`src/sv/mthp_pkg.sv`:
```
package mthp_pkg;

   localparam int MODE_W = 4;

   localparam logic [MODE_W-1:0] MODE_LEAD  = 4'd0;
   localparam logic [MODE_W-1:0] MODE_TYPE  = 4'd1;
   localparam logic [MODE_W-1:0] MODE_SLASH = 4'd2;
   localparam logic [MODE_W-1:0] MODE_GAP   = 4'd3;
   localparam logic [MODE_W-1:0] MODE_SEMI  = 4'd4;
   localparam logic [MODE_W-1:0] MODE_KEY   = 4'd5;
   localparam logic [MODE_W-1:0] MODE_EQ    = 4'd6;
   localparam logic [MODE_W-1:0] MODE_VAL   = 4'd7;
   localparam logic [MODE_W-1:0] MODE_QUOTE = 4'd8;
   localparam logic [MODE_W-1:0] MODE_ESC   = 4'd9;

   localparam logic [1:0] PART_TYPE = 2'd0;
   localparam logic [1:0] PART_KEY  = 2'd1;
   localparam logic [1:0] PART_VAL  = 2'd2;

   localparam logic [7:0] CH_TAB    = 8'h09;
   localparam logic [7:0] CH_SPACE  = 8'h20;
   localparam logic [7:0] CH_DQUOTE = 8'h22;
   localparam logic [7:0] CH_SLASH  = 8'h2F;
   localparam logic [7:0] CH_SEMI   = 8'h3B;
   localparam logic [7:0] CH_EQUAL  = 8'h3D;
   localparam logic [7:0] CH_BSLASH = 8'h5C;

   typedef struct packed {
      logic       char_valid;
      logic [7:0] out_char;
      logic [1:0] part;
      logic       field_open;
      logic       done_res;
      logic       accepted;
   } result_type;

   function automatic logic is_blank(input logic [7:0] c);
      return c == CH_SPACE || c == CH_TAB;
   endfunction

   function automatic logic is_upper(input logic [7:0] c);
      return c >= 8'h41 && c <= 8'h5A;
   endfunction

   function automatic logic is_tchar(input logic [7:0] c);
      return (c >= 8'h5E && c <= 8'h7A) || (c >= 8'h30 && c <= 8'h39) ||
             (c >= 8'h23 && c <= 8'h27) || is_upper(c) ||
             c == 8'h21 || c == 8'h2A || c == 8'h2B || c == 8'h2D ||
             c == 8'h2E || c == 8'h7C || c == 8'h7E;
   endfunction

   function automatic logic is_qdtext(input logic [7:0] c);
      return c == CH_TAB || c == CH_SPACE || c == 8'h21 ||
             (c >= 8'h23 && c <= 8'h5B) || (c >= 8'h5D && c <= 8'h7E) || c[7];
   endfunction

   function automatic logic is_escapable(input logic [7:0] c);
      return c == CH_TAB || (c >= 8'h20 && c <= 8'h7E) || c[7];
   endfunction

   function automatic logic [7:0] to_lower(input logic [7:0] c);
      return is_upper(c) ? (c | 8'h20) : c;
   endfunction

endpackage

```
`src/sv/mthp_if.sv`:
```
interface mthp_req_if;
   logic       valid;
   logic       ready;
   logic [7:0] in_byte;
   logic       is_last;

   modport source (output valid, in_byte, is_last, input ready);
   modport sink (input valid, in_byte, is_last, output ready);
endinterface

interface mthp_rsp_if;
   logic       valid;
   logic       ready;
   logic       char_valid;
   logic [7:0] out_char;
   logic [1:0] part;
   logic       field_open;
   logic       done_res;
   logic       accepted;

   modport source (output valid, char_valid, out_char, part, field_open, done_res,
                   accepted, input ready);
   modport sink (input valid, char_valid, out_char, part, field_open, done_res,
                 accepted, output ready);
endinterface

```
`src/sv/media_type_header_parser.sv`:
```
// Media type header parser.
// req_bus carries one header byte per transfer (in_byte) with is_last on the
// final byte of a header value. rsp_bus returns exactly one result per byte:
// the content character (lowercased in tokens, unescaped in quoted strings),
// the part it belongs to, a field_open pulse at each key and value, and on
// the last byte done_res with the accepted verdict. Errors are sticky until
// the last byte of the value; the next byte then starts a fresh value.
// A byte is captured in an input register, parsed combinationally and
// written to the result register, which drives rsp_bus.valid. One byte
// per cycle sustained unless the receiver stalls; the only loop is the
// 4-bit parse mode and failed flag, updated as a byte moves into the
// result register. When the receiver stalls, the result register holds
// and the input register fills; req_bus.ready drops only while both are
// occupied and the receiver stalls.
// Reset (synchronous) empties both registers and returns the parser to the
// leading blank skip state.
module media_type_header_parser
   import mthp_pkg::*;
(
   input  logic      clock,
   input  logic      reset,
   mthp_req_if.sink   req_bus,
   mthp_rsp_if.source rsp_bus
);

   logic              in_valid_ff;
   logic [7:0]        in_byte_ff;
   logic              in_last_ff;
   logic              rsp_valid_ff;
   result_type        rsp_ff;
   logic [MODE_W-1:0] mode_ff;
   logic              failed_ff;

   logic [MODE_W-1:0] mode_in;
   logic              failed_in;
   result_type        rsp_in;
   logic              advance;

   assign advance = !rsp_valid_ff || rsp_bus.ready;
   assign req_bus.ready = !in_valid_ff || advance;

   mthp_step u_step (
      .mode        (mode_ff),
      .failed      (failed_ff),
      .in_byte     (in_byte_ff),
      .is_last     (in_last_ff),
      .mode_next   (mode_in),
      .failed_next (failed_in),
      .result      (rsp_in)
   );

   always_ff @(posedge clock) begin
      if (reset) begin
         in_valid_ff  <= 1'b0;
         rsp_valid_ff <= 1'b0;
         mode_ff      <= MODE_LEAD;
         failed_ff    <= 1'b0;
      end else begin
         if (req_bus.ready) begin
            in_valid_ff <= req_bus.valid;
         end
         if (advance) begin
            rsp_valid_ff <= in_valid_ff;
         end
         if (advance && in_valid_ff) begin
            mode_ff   <= mode_in;
            failed_ff <= failed_in;
         end
      end
   end

   always_ff @(posedge clock) begin
      if (req_bus.ready && req_bus.valid) begin
         in_byte_ff <= req_bus.in_byte;
         in_last_ff <= req_bus.is_last;
      end
      if (advance && in_valid_ff) begin
         rsp_ff <= rsp_in;
      end
   end

   assign rsp_bus.valid      = rsp_valid_ff;
   assign rsp_bus.char_valid = rsp_ff.char_valid;
   assign rsp_bus.out_char   = rsp_ff.out_char;
   assign rsp_bus.part       = rsp_ff.part;
   assign rsp_bus.field_open = rsp_ff.field_open;
   assign rsp_bus.done_res   = rsp_ff.done_res;
   assign rsp_bus.accepted   = rsp_ff.accepted;

   a_reset_state: assert property (@(posedge clock)
      reset |=> (mode_ff == MODE_LEAD && !failed_ff && !in_valid_ff && !rsp_valid_ff))
      else $error("parser not in start state after reset");

   a_last_restarts: assert property (@(posedge clock) disable iff (reset)
      (advance && in_valid_ff && in_last_ff) |=> (mode_ff == MODE_LEAD && !failed_ff))
      else $error("last byte did not restart the parser");

   a_accept_only_done: assert property (@(posedge clock) disable iff (reset)
      (rsp_valid_ff && rsp_ff.accepted) |-> rsp_ff.done_res)
      else $error("accepted without done");

   a_no_char_zero: assert property (@(posedge clock) disable iff (reset)
      (rsp_valid_ff && !rsp_ff.char_valid) |-> (rsp_ff.out_char == 8'h00))
      else $error("out_char set without char_valid");

   a_full_stall: assert property (@(posedge clock) disable iff (reset)
      (in_valid_ff && rsp_valid_ff && !rsp_bus.ready) |-> !req_bus.ready)
      else $error("input taken while both stages full and stalled");

endmodule

```
`src/sv/mthp_step.sv`:
```
module mthp_step
   import mthp_pkg::*;
(
   input  logic [MODE_W-1:0] mode,
   input  logic              failed,
   input  logic [7:0]        in_byte,
   input  logic              is_last,
   output logic [MODE_W-1:0] mode_next,
   output logic              failed_next,
   output result_type        result
);

   logic [MODE_W-1:0] m;
   logic              f;
   logic              cv;
   logic [7:0]        ch;
   logic [1:0]        pt;
   logic              fo;
   logic              type_byte;
   logic              sep_byte;

   always_comb begin
      m = mode;
      f = failed;
      cv = 1'b0;
      ch = 8'h00;
      pt = PART_TYPE;
      fo = 1'b0;
      type_byte = 1'b0;
      sep_byte = 1'b0;

      if (!failed) begin
         unique case (mode) inside
            MODE_LEAD: begin
               type_byte = !is_blank(in_byte);
            end
            MODE_TYPE, MODE_SLASH: begin
               type_byte = 1'b1;
            end
            MODE_GAP: begin
               sep_byte = 1'b1;
            end
            MODE_SEMI: begin
               if (is_tchar(in_byte)) begin
                  cv = 1'b1;
                  ch = to_lower(in_byte);
                  pt = PART_KEY;
                  fo = 1'b1;
                  m = MODE_KEY;
               end else if (in_byte == CH_EQUAL) begin
                  pt = PART_KEY;
                  fo = 1'b1;
                  m = MODE_EQ;
               end else if (!is_blank(in_byte)) begin
                  f = 1'b1;
               end
            end
            MODE_KEY: begin
               if (is_tchar(in_byte)) begin
                  cv = 1'b1;
                  ch = to_lower(in_byte);
                  pt = PART_KEY;
               end else if (in_byte == CH_EQUAL) begin
                  m = MODE_EQ;
               end else begin
                  f = 1'b1;
               end
            end
            MODE_EQ: begin
               pt = PART_VAL;
               fo = 1'b1;
               if (in_byte == CH_DQUOTE) begin
                  m = MODE_QUOTE;
               end else if (is_tchar(in_byte)) begin
                  cv = 1'b1;
                  ch = to_lower(in_byte);
                  m = MODE_VAL;
               end else begin
                  sep_byte = 1'b1;
               end
            end
            MODE_VAL: begin
               if (is_tchar(in_byte)) begin
                  cv = 1'b1;
                  ch = to_lower(in_byte);
                  pt = PART_VAL;
               end else begin
                  sep_byte = 1'b1;
               end
            end
            MODE_QUOTE: begin
               if (in_byte == CH_DQUOTE) begin
                  m = MODE_GAP;
               end else if (in_byte == CH_BSLASH) begin
                  m = MODE_ESC;
               end else if (is_qdtext(in_byte)) begin
                  cv = 1'b1;
                  ch = in_byte;
                  pt = PART_VAL;
               end else begin
                  f = 1'b1;
               end
            end
            MODE_ESC: begin
               if (is_escapable(in_byte)) begin
                  cv = 1'b1;
                  ch = in_byte;
                  pt = PART_VAL;
                  m = MODE_QUOTE;
               end else begin
                  f = 1'b1;
               end
            end
            default: begin
               f = 1'b1;
            end
         endcase

         if (type_byte) begin
            if (is_tchar(in_byte)) begin
               cv = 1'b1;
               ch = to_lower(in_byte);
               m = MODE_TYPE;
            end else if (in_byte == CH_SLASH) begin
               cv = 1'b1;
               ch = in_byte;
               m = MODE_SLASH;
            end else begin
               sep_byte = 1'b1;
            end
         end

         if (sep_byte) begin
            if (is_blank(in_byte)) begin
               m = MODE_GAP;
            end else if (in_byte == CH_SEMI) begin
               m = MODE_SEMI;
            end else begin
               f = 1'b1;
            end
         end
      end

      if (f) begin
         cv = 1'b0;
         ch = 8'h00;
         pt = PART_TYPE;
         fo = 1'b0;
      end

      result.char_valid = cv;
      result.out_char   = ch;
      result.part       = pt;
      result.field_open = fo;
      result.done_res   = is_last;
      result.accepted   = is_last && !f &&
                          (m == MODE_TYPE || m == MODE_GAP || m == MODE_VAL);

      mode_next   = is_last ? MODE_LEAD : m;
      failed_next = is_last ? 1'b0 : f;
   end

endmodule
```
`src/flat_wrapper.sv`:
```
// flat-port wrapper written by rule: the top's interface ports become plain ports
module media_type_header_parser_flat import mthp_pkg::*;
  (clock, reset, req_bus_valid, req_bus_in_byte, req_bus_is_last, req_bus_ready, rsp_bus_valid, rsp_bus_char_valid, rsp_bus_out_char, rsp_bus_part, rsp_bus_field_open, rsp_bus_done_res, rsp_bus_accepted, rsp_bus_ready);
  mthp_req_if req_bus_i ();
  mthp_rsp_if rsp_bus_i ();
  input  logic clock;
  input  logic reset;
  input wire logic [$bits(req_bus_i.valid)-1:0] req_bus_valid;
  input wire logic [$bits(req_bus_i.in_byte)-1:0] req_bus_in_byte;
  input wire logic [$bits(req_bus_i.is_last)-1:0] req_bus_is_last;
  output wire logic [$bits(req_bus_i.ready)-1:0] req_bus_ready;
  output wire logic [$bits(rsp_bus_i.valid)-1:0] rsp_bus_valid;
  output wire logic [$bits(rsp_bus_i.char_valid)-1:0] rsp_bus_char_valid;
  output wire logic [$bits(rsp_bus_i.out_char)-1:0] rsp_bus_out_char;
  output wire logic [$bits(rsp_bus_i.part)-1:0] rsp_bus_part;
  output wire logic [$bits(rsp_bus_i.field_open)-1:0] rsp_bus_field_open;
  output wire logic [$bits(rsp_bus_i.done_res)-1:0] rsp_bus_done_res;
  output wire logic [$bits(rsp_bus_i.accepted)-1:0] rsp_bus_accepted;
  input wire logic [$bits(rsp_bus_i.ready)-1:0] rsp_bus_ready;
  assign req_bus_i.valid = req_bus_valid;
  assign req_bus_i.in_byte = req_bus_in_byte;
  assign req_bus_i.is_last = req_bus_is_last;
  assign req_bus_ready = req_bus_i.ready;
  assign rsp_bus_valid = rsp_bus_i.valid;
  assign rsp_bus_char_valid = rsp_bus_i.char_valid;
  assign rsp_bus_out_char = rsp_bus_i.out_char;
  assign rsp_bus_part = rsp_bus_i.part;
  assign rsp_bus_field_open = rsp_bus_i.field_open;
  assign rsp_bus_done_res = rsp_bus_i.done_res;
  assign rsp_bus_accepted = rsp_bus_i.accepted;
  assign rsp_bus_i.ready = rsp_bus_ready;
  media_type_header_parser u_core (.clock(clock), .reset(reset), .req_bus(req_bus_i), .rsp_bus(rsp_bus_i));
endmodule
```
`config.mk`:
```
export PLATFORM = sky130hd
export DESIGN_NAME = media_type_header_parser_flat
export DESIGN_NICKNAME = d
export VERILOG_FILES = /design/src/sv/mthp_pkg.sv /design/src/sv/mthp_if.sv /design/src/sv/media_type_header_parser.sv /design/src/sv/mthp_step.sv /design/src/flat_wrapper.sv
export SDC_FILE = /design/constraint.sdc
export NUM_CORES = 1
export LEC_CHECK = 0
export ABC_CLOCK_PERIOD_IN_PS = 2300
export BUFFER_PORTS_ARGS = -buffer_cell sky130_fd_sc_hd__buf_2
export CORE_ASPECT_RATIO = 1.75
export CORE_MARGIN = 8
export CORE_UTILIZATION = 52
export DETAILED_ROUTE_END_ITERATION = 10
export PLACE_DENSITY = 0.76
export REMOVE_ABC_BUFFERS = 1
export SETUP_SLACK_MARGIN = 0.05
export SYNTH_ARGS = -nofsm -noshare
export SYNTH_HDL_FRONTEND = slang
export SYNTH_HIERARCHICAL = 1
export SYNTH_SLANG_ARGS = --single-unit
```
`constraint.sdc`:
```
create_clock -name clock -period 2.3 [get_ports clock]
set_input_delay 0.345 -clock clock [delete_from_list [all_inputs] [get_ports clock]]
set_output_delay 0.345 -clock clock [all_outputs]
set_load 0.05 [all_outputs]
```
==> flow_summary.toml <==
[worst_setup_path]
path_cells = "buf_6, and3_1, a41oi_1, a211o_1, nor3_1, o21ai_2, o211ai_4, buf_4, buf_6, nor4b_4"
worstReg2RegStart = "u_core/in_byte_ff[4]$_DFFE_PP_"
cp_num_cells = 10
worstPathArrival_ps = 2640
max_stage_delay_ps = 530
critPathMostFrequentCell = "buf_6"
cp_top_family = "compound AO/OA/AOI/OAI gates"
cp-startpoint = "u_core/in_byte_ff[4]$_DFFE_PP_"
crit_end = "u_core/rsp_bus.part[0]$_DFFE_PP_"
path_buf_inv = 3
reg2reg_slack_ps = -310
cp_max_fo = 6
path_class = "flop to flop"
slowest_stage = "edfxtp_1"
end_kind = "flop"
timing.rr.end = "u_core/rsp_bus.part[0]$_DFFE_PP_"
r2r.worst_path.cells = 10
cp.required_ps = 2340
critPathLaunchType = "flop"

[timing]
hold_violations = 0
setup_slack_ps = -305
worstMarginPinSlew_ps = 601
finalClockSkew_ps = 5.70
slew_headroom = 0.596
maxSlewViolCount = 0
max_freq_ghz = 0.384
min_period_ps = 2610
rsz0062_at_grt = "true"
finalSetupViolations = 17
final.period_utilization = 1.13

[placement]
port_buffers = 28
hpwl_um = 4270
dp.cells = 320
place.gp.congestion = 0.995

[global_route]
grt_max_degree = 20
antenna_found_initial = 0
grt_pass1_vias = 2233
grt_pass1_wl_um = 10600
grt_overflow_total = 0
grt_use_total = 0.208

[cells_and_area]
fin_nets = 318
antenna_cells = 0
area_growth_pct = 48.3
instances_no_fill = 355
layout_common_cells = "buf_4 (60), buf_2 (29), edfxtp_1 (23), nor2_1 (14), buf_6 (14)"
final_common_cell = "buf_4"
drive_above_1_share = 0.578

[power_and_ir_drop]
swShare = 0.314
p_int_mw = 1.00
clock_power_share = 0.281
finalPower_mw = 1.46
power.share.sequential = 0.434
peakVddDrop_mv = 0.432
p_comb_frac = 0.285
p_sw_mw = 0.459
p_leak_nw = 1.24
p_per_area_mw_per_mm2 = 453

[clocking]
clk_pin_slew_ps = 70
clock_path_buffers = 2
cts_sinks = 30
cts_buffers = 5
clockRootBuffer = "clkbuf_8"
htreeDepth = 2
cts_hold_buf = 0
clk_latency_ps = 290
cts_tree = "built"

[logic_synthesis]
ys.flop_type = "edfxtp_1"
synth_top_area_share = 0.318
synth_cells = 215
synth_edf_count = 23
yosysUniqueCellTypes = 71
syn_area_mm2 = 0.00217
synth_warnings = 6
synth_area_leaders = "edfxtp_1 (32%), dfxtp_1 (6.4%), nand2b_1 (4.0%)"
ys_seq_area_frac = 0.382
ys_seq_elements = 30
async_flop_share = 0
avgSynthCellArea_um2 = 10.1
synth_top_area_cell = "edfxtp_1"

[routing]
final_antenna_net_count = 0
first_pass_iters = 6
drtIter0Drc = 146
routed_wl_um = 7580
vias = 2328
wl_per_cell_um = 21.4
drcViolationCount = 0
viasPerCell = 6.56

[run]
cap_viol_max_count = 0

[floorplanning]
io_pins = 29
row_count = 31
die_height_um = 102
dieArea_mm2 = 0.00659
start_util = 0.534
coreArea_mm2 = 0.00407
die_w_um = 64.9

[outcome]
violations = "setup timing"
status = "finished, violations left"

[min_path]
min_path_type = "input port to flop"
[stage by stage]
step | hold WS (ps) | worst slack (ps) | utilization | cell area, µm² | TNS [ps]
3_5_place_dp | 507 | -219 | 0.639 | 2600 | -1270
4_1_cts | 223 | -67.2 | 0.741 | 3020 | -420
2_1_floorplan | 414 | -350 | - | 2020 | -3890
5_1_grt | 223 | -388 | 0.792 | 3220 | -5090
6_report | 229 | -305 | 0.792 | 3220 | -4330
3_3_place_gp | 492 | -104 | 0.639 | 2600 | -263
[cell type report]
class	instances	area [µm²]
Clock buffer	6	72.6
Clock inverter	2	8.76
Fill cell	242	848
Inverter	6	22.5
Multi-Input combinational cell	158	1450
Sequential cell	30	832
Tap cell	49	61.3
Timing Repair Buffer	104	773
[cells in the mapped netlist, types with 3 or more instances]
cell type,n
nand4_1,4
nor2_2,5
nor3b_1,3
buf_4,6
nand2_1,8
nor2_1,16
a21oi_1,13
mux2i_1,5
nor2b_1,4
nor3_1,6
clkbuf_1,4
buf_6,5
nor4_1,3
o21ai_0,5
edfxtp_1,23
nand2b_1,14
nand3_1,3
inv_1,6
nor3b_2,5
a211oi_1,4
buf_2,5
dfxtp_1,7
[metal layers]
layer | vias to the layer above | global-route usage | share of wire
met5 | - | 0 | 0
met4 | 0 | 0.184 | 0.080
met3 | 68 | 0.0532 | 0.074
met2 | 173 | 0.358 | 0.52
met1 | 1098 | 0.197 | 0.32
li1 | 989 | - | -
[flip-flops by register name (all words and copies together) (netlist names)]
signal	cells
u_core/mode_ff	4
u_core/rsp_bus.out_char	8
u_core/failed_ff	1
u_core/rsp_bus.valid	1
u_core/rsp_bus.accepted	1
u_core/rsp_bus.part	2
u_core/rsp_bus.done_res	1
u_core/in_byte_ff	8
u_core/in_last_ff	1
u_core/rsp_bus.field_open	1
u_core/in_valid_ff	1
u_core/rsp_bus.char_valid	1
[how the worst min path moves through the flow]
stage,from,endpoint,slack [ps],depth (start not counted)
2_1_floorplan,reset,u_core/in_valid_ff$_SDFFE_PP0P_,410,1
3_3_place_gp,u_core/in_valid_ff$_SDFFE_PP0P_,u_core/in_valid_ff$_SDFFE_PP0P_,490,2
3_5_place_dp,u_core/in_valid_ff$_SDFFE_PP0P_,u_core/in_valid_ff$_SDFFE_PP0P_,510,2
4_1_cts,req_bus_in_byte[2],u_core/in_byte_ff[2]$_DFFE_PP_,220,1
5_1_grt,req_bus_in_byte[5],u_core/in_byte_ff[5]$_DFFE_PP_,220,1
6_report,req_bus_in_byte[5],u_core/in_byte_ff[5]$_DFFE_PP_,230,1
[power groups by stage]
stage | logic [mW] | registers (mW) | clock network, mW
3_5_place_dp | 0.303 | 0.643 | 0
5_1_grt | 0.434 | 0.637 | 0.435
4_1_cts | 0.353 | 0.632 | 0.415
6_report | 0.417 | 0.634 | 0.411
2_1_floorplan | 0.114 | 0.703 | 0
3_3_place_gp | 0.297 | 0.641 | 0
[logic make-up after synthesis]
kind of cell | Yosys count | synth area share
DFF | 30 | 0.382
muxes | 7 | 0.0334
and+or+nand+nor | 97 | 0.305
AOI/OAI and AO/OA | 54 | 0.198
buffers and inverters | 27 | 0.0817
[worst reg2reg max path, delay by kind of cell (launching register included)]
kind | cells | cell delay [ps]
simple gates | 3 | 620
buf+inv | 3 | 420
flops | 1 | 530
compound gates | 4 | 790
[what timing repair did]
item	4_1_cts	5_1_grt
setup buffers	15	12
pin swaps	14	8
resized for setup	42	23
gates cloned	0	1
endpoints found under the setup margin	17	17
Note: power is estimated with default switching activity, not from simulation.
